File: config.mk
export PLATFORM = sky130hd
export DESIGN_NAME = ptmw_ctrl
export DESIGN_NICKNAME = d
export VERILOG_FILES = /design/src/design/ptmw_pkg.sv /design/src/design/ptmw_ctrl.sv
export SDC_FILE = /design/constraint.sdc
export NUM_CORES = 1
export LEC_CHECK = 0
export BUFFER_PORTS_ARGS = -buffer_cell sky130_fd_sc_hd__buf_2
export CORE_AREA = 5 5 42 44
export CTS_CLUSTER_DIAMETER = 120
export DETAILED_ROUTE_END_ITERATION = 12
export DIE_AREA = 0 0 47 49
export GPL_TIMING_DRIVEN = 0
export HOLD_SLACK_MARGIN = 0.02
export PLACE_DENSITY = 0.54
export SLEW_MARGIN = 5
export SYNTH_ARGS = -nofsm -noshare
export SYNTH_HDL_FRONTEND = slang
export SYNTH_SLANG_ARGS = --single-unit
File: constraint.sdc
create_clock -name i_clk -period 1.05 [get_ports i_clk]
set_input_delay 0.21 -clock i_clk [delete_from_list [all_inputs] [get_ports i_clk]]
set_output_delay 0.21 -clock i_clk [all_outputs]
set_load 0.05 [all_outputs]
File: src/design/ptmw_pkg.sv
// Package for the page table map and walk block.
// Holds sizes, status codes and the controller/datapath command and status types.
// No dependencies.
`timescale 1ns / 1ps

package ptmw_pkg;

    localparam int TABLE_SLOTS = 64;
    localparam int LEVELS      = 4;
    localparam int INDEX_BITS  = 9;
    localparam int PAGE_SHIFT  = 12;

    localparam int ENTRIES  = 1 << INDEX_BITS;
    localparam int SLOT_W   = $clog2(TABLE_SLOTS);
    localparam int CNT_W    = $clog2(TABLE_SLOTS + 1);
    localparam int LVL_W    = $clog2(LEVELS + 1);
    localparam int ADDR_W   = SLOT_W + INDEX_BITS;
    localparam int FRAME_W  = 40;
    localparam int VA_W     = 48;
    localparam int PA_W     = 52;
    localparam int VA_EXT_W = 64;

    localparam logic [1:0] ST_OK         = 2'd0;
    localparam logic [1:0] ST_MAPPED     = 2'd1;
    localparam logic [1:0] ST_NO_SLOTS   = 2'd2;
    localparam logic [1:0] ST_NOT_MAPPED = 2'd3;

    localparam logic CMD_MAP     = 1'b0;
    localparam logic CMD_RESOLVE = 1'b1;

    typedef struct packed {
        logic       load;
        logic       rd;
        logic       clr_root;
        logic       descend;
        logic       alloc;
        logic       clr_new;
        logic       leaf_wr;
        logic       done;
        logic [1:0] status;
    } t_dp_cmd;

    typedef struct packed {
        logic present;
        logic bad_slot;
        logic full;
        logic leaf;
        logic resolve;
    } t_dp_stat;

endpackage

File: src/design/ptmw_ctrl.sv
// Controller of the page table map and walk block: sequences reads, table
// creation, leaf writes and results. Depends on ptmw_pkg.
`timescale 1ns / 1ps

module ptmw_ctrl (
    input  logic                i_clk,
    input  logic                i_rst_n,
    input  logic                start,
    output logic                busy,
    input  ptmw_pkg::t_dp_stat  i_dp_stat,
    output ptmw_pkg::t_dp_cmd   o_dp_cmd
);

    localparam logic [2:0] S_CLR   = 3'd0;
    localparam logic [2:0] S_IDLE  = 3'd1;
    localparam logic [2:0] S_RD    = 3'd2;
    localparam logic [2:0] S_EVAL  = 3'd3;
    localparam logic [2:0] S_ALLOC = 3'd4;

    logic [2:0] r_state;
    logic [2:0] n_state;

    always_comb begin
        n_state  = r_state;
        o_dp_cmd = '0;
        unique case (r_state)
            S_CLR: begin
                o_dp_cmd.clr_root = 1'b1;
                n_state           = S_IDLE;
            end
            S_IDLE: begin
                if (start) begin
                    o_dp_cmd.load = 1'b1;
                    n_state       = S_RD;
                end
            end
            S_RD: begin
                o_dp_cmd.rd = 1'b1;
                n_state     = S_EVAL;
            end
            S_EVAL: begin
                n_state = S_IDLE;
                priority if (i_dp_stat.leaf) begin
                    o_dp_cmd.done = 1'b1;
                    if (i_dp_stat.resolve) begin
                        o_dp_cmd.status = i_dp_stat.present ? ptmw_pkg::ST_OK
                                                            : ptmw_pkg::ST_NOT_MAPPED;
                    end else if (i_dp_stat.present) begin
                        o_dp_cmd.status = ptmw_pkg::ST_MAPPED;
                    end else begin
                        o_dp_cmd.leaf_wr = 1'b1;
                        o_dp_cmd.status  = ptmw_pkg::ST_OK;
                    end
                end else if (i_dp_stat.present && !i_dp_stat.bad_slot) begin
                    o_dp_cmd.descend = 1'b1;
                    n_state          = S_RD;
                end else if (i_dp_stat.resolve) begin
                    o_dp_cmd.done   = 1'b1;
                    o_dp_cmd.status = ptmw_pkg::ST_NOT_MAPPED;
                end else if (i_dp_stat.present || i_dp_stat.full) begin
                    o_dp_cmd.done   = 1'b1;
                    o_dp_cmd.status = ptmw_pkg::ST_NO_SLOTS;
                end else begin
                    o_dp_cmd.alloc = 1'b1;
                    n_state        = S_ALLOC;
                end
            end
            S_ALLOC: begin
                o_dp_cmd.clr_new = 1'b1;
                n_state          = S_RD;
            end
            default: begin
                n_state = S_CLR;
            end
        endcase
    end

    always_ff @(posedge i_clk) begin
        if (!i_rst_n) begin
            r_state <= S_CLR;
        end else begin
            r_state <= n_state;
        end
    end

    assign busy = (r_state != S_IDLE);

endmodule
# == Word-level counts from Yosys, hierarchy flattened ==
# Index checks and enable logic that the tools add are counted.
# word_totals
elab_cells,39
in_bits,8
ff_bits,3
# op_classes
n_reduce_logical,4
eq_ne,6
muxes,28
# op_table
cell,n
2-to-1 mux 3 bit,9
case mux 3 bit (5 select lines),1
2-to-1 mux 1 bit,13
2-to-1 mux 2 bit,4
== test 3 x 2 -> 1 bit (second input constant),2
2-to-1 mux 4 bit,1
== test 3 x 1 -> 1 bit (second input constant),1
== test 3 bit (second input constant),1
logical NOT 3 bit,1
!= test 3 x 1 -> 1 bit (second input constant),1
!= test 2 bit (second input constant),1
logical AND 1 bit,1
logical NOT 1 bit,1
logical OR 1 bit,1

# == Depth between registers and ports, before layout ==
# Gate-level depths: netlist of the first run.
# logic_depth
word_depth,6
depth_mapped,4

# == Worst setup path after synthesis of the first run ==
# No wires, ideal clock.
# synth_path
kind,reg-to-reg
start,register r_state[2]
end,register r_state[1]
arrival_ns,1.870
path_slack_ns,-0.916
stages_incl_launch_ff,4
cell_sequence,dfxtp_1 -> nor3b_1 -> nand2_1 -> o41ai_2
# synth_between
elab_chain_len,2
elab_cells_between_ends,7
# synth_lines
item,line,rtl
"start, declared",ptmw_ctrl.sv:20,logic [2:0] r_state;
"start signal, assigned",ptmw_ctrl.sv:82,r_state <= n_state;
== test 3 bit (tied with other cells),ptmw_ctrl.sv:26,unique case (r_state)
case mux 3 bit (5 select lines) / != test 2 bit (equally long branches),n/a,
# Parallel ways exist; a longest one is shown, timed or not.
# A chain may end at the register's enable or synchronous reset.

==> results.json, run 1 <==
{
  "drive_gt1_share_pct": 70.1,
  "cts_made_buffers": 3,
  "hold_ws_ps": 192,
  "globalplace.congestion": 0.605,
  "rows": 14,
  "drt-pass1-iter-count": 1,
  "end_kind": "output pin",
  "crit_required_ps": 840,
  "cts.clk_slew.worst_paths_ps": 40,
  "fill_cells": 153,
  "p_leak_uw": 0.000291,
  "synth_common_cells": "6 x nand2_1, 4 x a21oi_1",
  "largestRegisters": "r_state: 3 flops",
  "period_share_pct": 134,
  "clockBufferDepth": 2,
  "antenna_found_initial": 0,
  "syn_to_final_growth_pct": 121,
  "antenna_left": 0,
  "netlist_area_um2": 295,
  "seq_area_um2": 71.3,
  "clock_latency_ps": 230,
  "cp_top_family": "flip-flops",
  "grt_max_degree": 11,
  "ys_seq_area_share_pct": 20.3,
  "hold_class": "in -> reg",
  "cts-root-buf": "clkbuf_4",
  "status": "complete, but fails checks",
  "violations": "setup timing",
  "synth.area.top_cells": "dfxtp_1 20%, ha_1 8.5%, nand2_1 7.6%",
  "worst_slew_pin_slew_ps": 315,
  "hpwl_um": 645,
  "rr_worst_depth": 5,
  "wl_per_cell_um": 11.1,
  "fmax_ghz": 0.709,
  "worst-path-buf-inv": 2,
  "routed_wl_um": 923,
  "rr_startpoint": "r_state[0]$_SDFFE_PN0P_",
  "drt-initial-drc-count": 0,
  "slowest_stage": "dfxtp_4",
  "endpoint": "o_dp_cmd[6]",
  "p_per_area_nw_per_um2": 878,
  "finalClockSkew_ps": 4.54,
  "synth-seq-cells": 3,
  "avgSynthCellArea_um2": 7.38,
  "rsz0062_at_grt": "yes",
  "nets": 78,
  "largest-register": "r_state",
  "path_depth": 4,
  "maxCapViolCount": 0,
  "setup_slack_ps": -360,
  "startpoint": "r_state[2]$_SDFFE_PN0P_",
  "arrival_ps": 1200,
  "core_area_um2": 1400,
  "initial_core_util_pct": 21.1,
  "grt_pass1_vias": 391,
  "path_cells": "nand3b_1, buf_6, nor3_4, buf_6",
  "yosysMostFrequentCell": "nand2_1",
  "cts_tree": "yes",
  "async_flop_share_pct": 0,
  "chipHeight_um": 49,
  "io_pins": 19,
  "ctsHoldBuffers": 0,
  "crit_top_cell": "buf_6",
  "slowest_delay_ps": 350,
  "yosysWarnings": 0,
  "vias_per_cell": 4.78,
  "io_buffers": 18,
  "largest_reg_flops": 3,
  "rrSetupSlack_ps": -140,
  "drv_slew": 0,
  "layout_min_cycle_time_ps": 1410,
  "setup_viol": 12,
  "overflow": 0,
  "cts.sinks": 3,
  "grt_pass1_wl_um": 1650,
  "hold_viol": 0,
  "critPathKind": "reg -> out",
  "route.detailed.drc": 0,
  "place_ws_ps": -499,
  "slew_headroom_pct": 79.0,
  "dieArea_um2": 2300,
  "cp-start-kind": "flop",
  "yosysUniqueCellTypes": 19,
  "path_max_fanout": 7,
  "syn-num-nets": 50,
  "syn_inst": 40,
  "htreeDepth": 1,
  "multi_input_area_um2": 288,
  "grt_usage_pct": 9.70,
  "ys.flop_type": "dfxtp_1",
  "dr_total_vias": 397,
  "synth_edf_count": 0,
  "irDropWorstVdd_mv": 0.323,
  "dieWidth_um": 47,
  "rr_endpoint": "r_state[1]$_SDFFE_PN0P_",
  "num_antenna_cells": 0,
  "synth_top_cell_by_area": "dfxtp_1",
  "synth_top_area_share_pct": 20.3,
  "fin_total_pwr_uw": 574
}
## power breakdown
part | switching [µW] | total [µW] | internal [µW]
Clock | 58.8 | 201 | 142
Sequential | 11.9 | 130 | 118
Combinational | 138 | 242 | 104
Total | 209 | 574 | 365
## per-layer routing
metal / part of all wire (%) / global-route usage, %
met2: 51 / 14.9
met3: 8.7 / 3.32
met5: 0 / 0
met1: 41 / 11.8
met4: 0 / 4.15
## metrics by stage
stage               TNS, ps  instances  cell area (µm²)  utilization [%]
floorplan             -3810         40              357                -
global placement      -3260         74              467             33.3
detailed placement    -3360         74              467             33.3
CTS                   -3890         82              632             45.1
global route          -4150         83              653             46.6
finish                -3460         83              653             46.6
## layout make-up
| cell class | count | area share [%] |
|---|---|---|
| Buffer | 1 | 0.766 |
| Clock buffer | 4 | 4.02 |
| Inverter | 3 | 1.72 |
| Multi-Input combinational cell | 32 | 44.1 |
| Sequential cell | 3 | 10.9 |
| Tap cell | 16 | 3.07 |
| Timing Repair Buffer | 24 | 35.4 |
## layout by cell type, fill, tap and decap left out, types with 2 or more instances in the layout
cell type | synthesis | routed
buf_4 | 0 | 3
buf_8 | 0 | 2
nand2_1 | 6 | 4
buf_2 | 1 | 7
nor3_4 | 0 | 2
nor4_1 | 2 | 2
clkbuf_4 | 0 | 3
ha_1 | 2 | 2
buf_6 | 0 | 11
a21oi_2 | 0 | 2
inv_1 | 3 | 3
a21oi_1 | 4 | 2
nand3b_1 | 3 | 3
dfxtp_4 | 0 | 3
## worst min-delay path, cell delays in order
cell,delay [ps]
buf_2,80
nand2_1,50
o41ai_2,40
## kinds of logic after synthesis
| kind of cell | count (synthesis) | synth area share (%) |
|---|---|---|
| AND/OR/NAND/NOR | 23 | 44.5 |
| AO/OA/AOI/OAI | 7 | 19.9 |
| buffers and inverters | 5 | 6.78 |
| flip-flops | 3 | 20.3 |
| adder cells (fa/ha/maj) | 2 | 8.47 |
## what timing repair did
| action | in CTS | in global routing |
|---|---|---|
| gates resized for setup | 31 | 4 |
| pin swaps | 5 | 3 |
| setup buffers | 4 | 2 |
| setup endpoints to repair | 13 | 13 |
## worst min-delay path by stage
stage / startpoint / to / slack (ps) / cells after the start
4_1_cts: i_rst_n / r_state[1]$_SDFFE_PN0P_ / 180 / 3
5_1_grt: i_rst_n / r_state[1]$_SDFFE_PN0P_ / 200 / 3
3_3_place_gp: i_rst_n / r_state[1]$_SDFFE_PN0P_ / 430 / 3
3_5_place_dp: i_rst_n / r_state[1]$_SDFFE_PN0P_ / 430 / 3
2_1_floorplan: i_rst_n / r_state[1]$_SDFFE_PN0P_ / 320 / 2
6_report: i_rst_n / r_state[1]$_SDFFE_PN0P_ / 190 / 3
No activity file was read; power rests on OpenSTA's default activity.
==> run 2: changes to the inputs <==
--- a/config.mk
+++ b/config.mk
@@ -13,6 +13,7 @@
 export GPL_TIMING_DRIVEN = 0
 export HOLD_SLACK_MARGIN = 0.02
 export PLACE_DENSITY = 0.54
+export REMOVE_ABC_BUFFERS = 1
 export SLEW_MARGIN = 5
 export SYNTH_ARGS = -nofsm -noshare
 export SYNTH_HDL_FRONTEND = slang
==> run 2 against run 1 <==
  * The flow still finishes with violations (setup timing)
  * Combinational power shrank 19%
  * Clock skew shrank 3.3 ps
  * Total power shrank 8.1%
  * Final cell count shrank 3.6%
  * Flip-flop and latch count is the same
  * Sequential share of layout area grew 1.3 points
  * Setup slack gained 24 ps
  * Critical endpoint is now o_dp_cmd[5]
  * Highest routed layer unchanged
==> results.json, run 2 (synthesized netlist as in run 1, its figures left out) <==
{
  "p_leak_uw": 0.000260,
  "clock_latency_ps": 230,
  "io_buffers": 18,
  "grt_pass1_vias": 352,
  "p_per_area_nw_per_um2": 901,
  "finalClockSkew_ps": 1.28,
  "grt_pass1_wl_um": 1410,
  "period_share_pct": 132,
  "hold_viol": 0,
  "hold_class": "in -> reg",
  "hpwl_um": 599,
  "syn_to_final_growth_pct": 98.3,
  "dieArea_um2": 2300,
  "wl_per_cell_um": 10.6,
  "worst_slew_pin_slew_ps": 315,
  "critPathKind": "reg -> out",
  "crit_required_ps": 840,
  "violations": "setup timing",
  "rr_worst_depth": 4,
  "wl_met1_um": 373,
  "nets": 75,
  "cts.clk_slew.worst_paths_ps": 40,
  "chipHeight_um": 49,
  "utilization_pct": 41.8,
  "antenna_found_initial": 0,
  "core_area_um2": 1400,
  "final_common_cell": "buf_6",
  "rsz0062_at_grt": "yes",
  "cts_tree": "yes",
  "clockBufferDepth": 2,
  "place_ws_ps": -393,
  "drive_gt1_share_pct": 64.1,
  "slew_headroom_pct": 79.0,
  "fmax_ghz": 0.722,
  "grt_usage_pct": 8.09,
  "path_max_fanout": 7,
  "cts-root-buf": "clkbuf_4",
  "largest_reg_flops": 3,
  "dieWidth_um": 47,
  "irDropWorstVdd_mv": 0.468,
  "cts.sinks": 3,
  "status": "complete, but fails checks",
  "routed_wl_um": 846,
  "arrival_ps": 1180,
  "cts_made_buffers": 3,
  "route.detailed.drc": 0,
  "drv_slew": 0,
  "vias_per_cell": 4.58,
  "antenna_left": 0,
  "overflow": 0,
  "rows": 14,
  "drt-pass1-iter-count": 3,
  "largestRegisters": "r_state: 3 flops",
  "globalplace.congestion": 0.741,
  "htreeDepth": 1,
  "setup_slack_ps": -335,
  "setup_viol": 11,
  "num_antenna_cells": 0,
  "met3_length_um": 58,
  "grt_max_degree": 12,
  "largest-register": "r_state",
  "mostFrequentLayoutCells": "11 x buf_6, 7 x buf_2, 6 x nand2_1, 4 x buf_4",
  "maxCapViolCount": 0,
  "layout_min_cycle_time_ps": 1390,
  "wl_met2_um": 414,
  "dr_total_vias": 366,
  "holdPathStages": 3,
  "initial_core_util_pct": 21.1,
  "drt-initial-drc-count": 3,
  "highest-signal-layer": "met3",
  "fill_cells": 157,
  "end_kind": "output pin",
  "io_pins": 19,
  "cp-start-kind": "flop"
}
run 2: what timing repair did:
| action | CTS | global route |
|---|---|---|
| buffers inserted | 2 | 2 |
| cloned | 0 | 0 |
| resized for setup | 24 | 15 |
| endpoints found under the hold margin | 0 | 0 |
| endpoints found under the setup margin | 12 | 13 |
| hold buffers | 0 | 0 |
| pin swaps | 6 | 3 |
run 2: power breakdown:
group	switching, µW	internal [µW]	leakage [µW]
registers	14.4	118	0.0000266
logic	121	73.5	0.000218
clock network	57.8	142	0.0000150
total	194	334	0.000260
run 2: cell type report:
| cell class | count | area (µm²) | area share, % |
|---|---|---|---|
| Timing Repair Buffer | 22 | 189 | 32.3 |
| Inverter | 3 | 11.3 | 1.92 |
| Clock buffer | 4 | 26.3 | 4.49 |
| Multi-Input combinational cell | 32 | 268 | 45.7 |
| Sequential cell | 3 | 71.3 | 12.2 |
| Tap cell | 16 | 20.0 | 3.42 |
run 2: per-stage QoR:
stage,TNS [ps],cells,total power [µW],hold slack [ps],instance area [µm²]
after CTS,-3880,78,521,179,507
after global placement,-2650,72,289,421,397
after detailed placement,-2570,72,289,424,397
after floorplan,-7060,38,243,287,287
final,-3030,80,528,189,586
after global routing,-3660,80,566,197,586
run 2: path summary, 6_finish.rpt:
check	startpoint	slack, ps	endpoint
worst max register to register	r_state[2]$_SDFFE_PN0P_	60	r_state[2]$_SDFFE_PN0P_
worst max-delay path	r_state[2]$_SDFFE_PN0P_	-340	o_dp_cmd[5]
worst min-delay path	i_rst_n	190	r_state[1]$_SDFFE_PN0P_
worst min register to register	r_state[2]$_SDFFE_PN0P_	540	r_state[1]$_SDFFE_PN0P_
run 2: per-layer routing:
layer | vias up | GRT usage, %
li1 | 189 | -
met2 | 12 | 12.2
met3 | 0 | 2.58
met4 | 0 | 4.15
met1 | 165 | 9.87
met5 | - | 0
run 2: worst max-delay path: stages, from the launching register on:
cell and delay [ps]:
dfxtp_4 330, nand3b_1 160, buf_6 150, nor3_2 120, buf_6 180
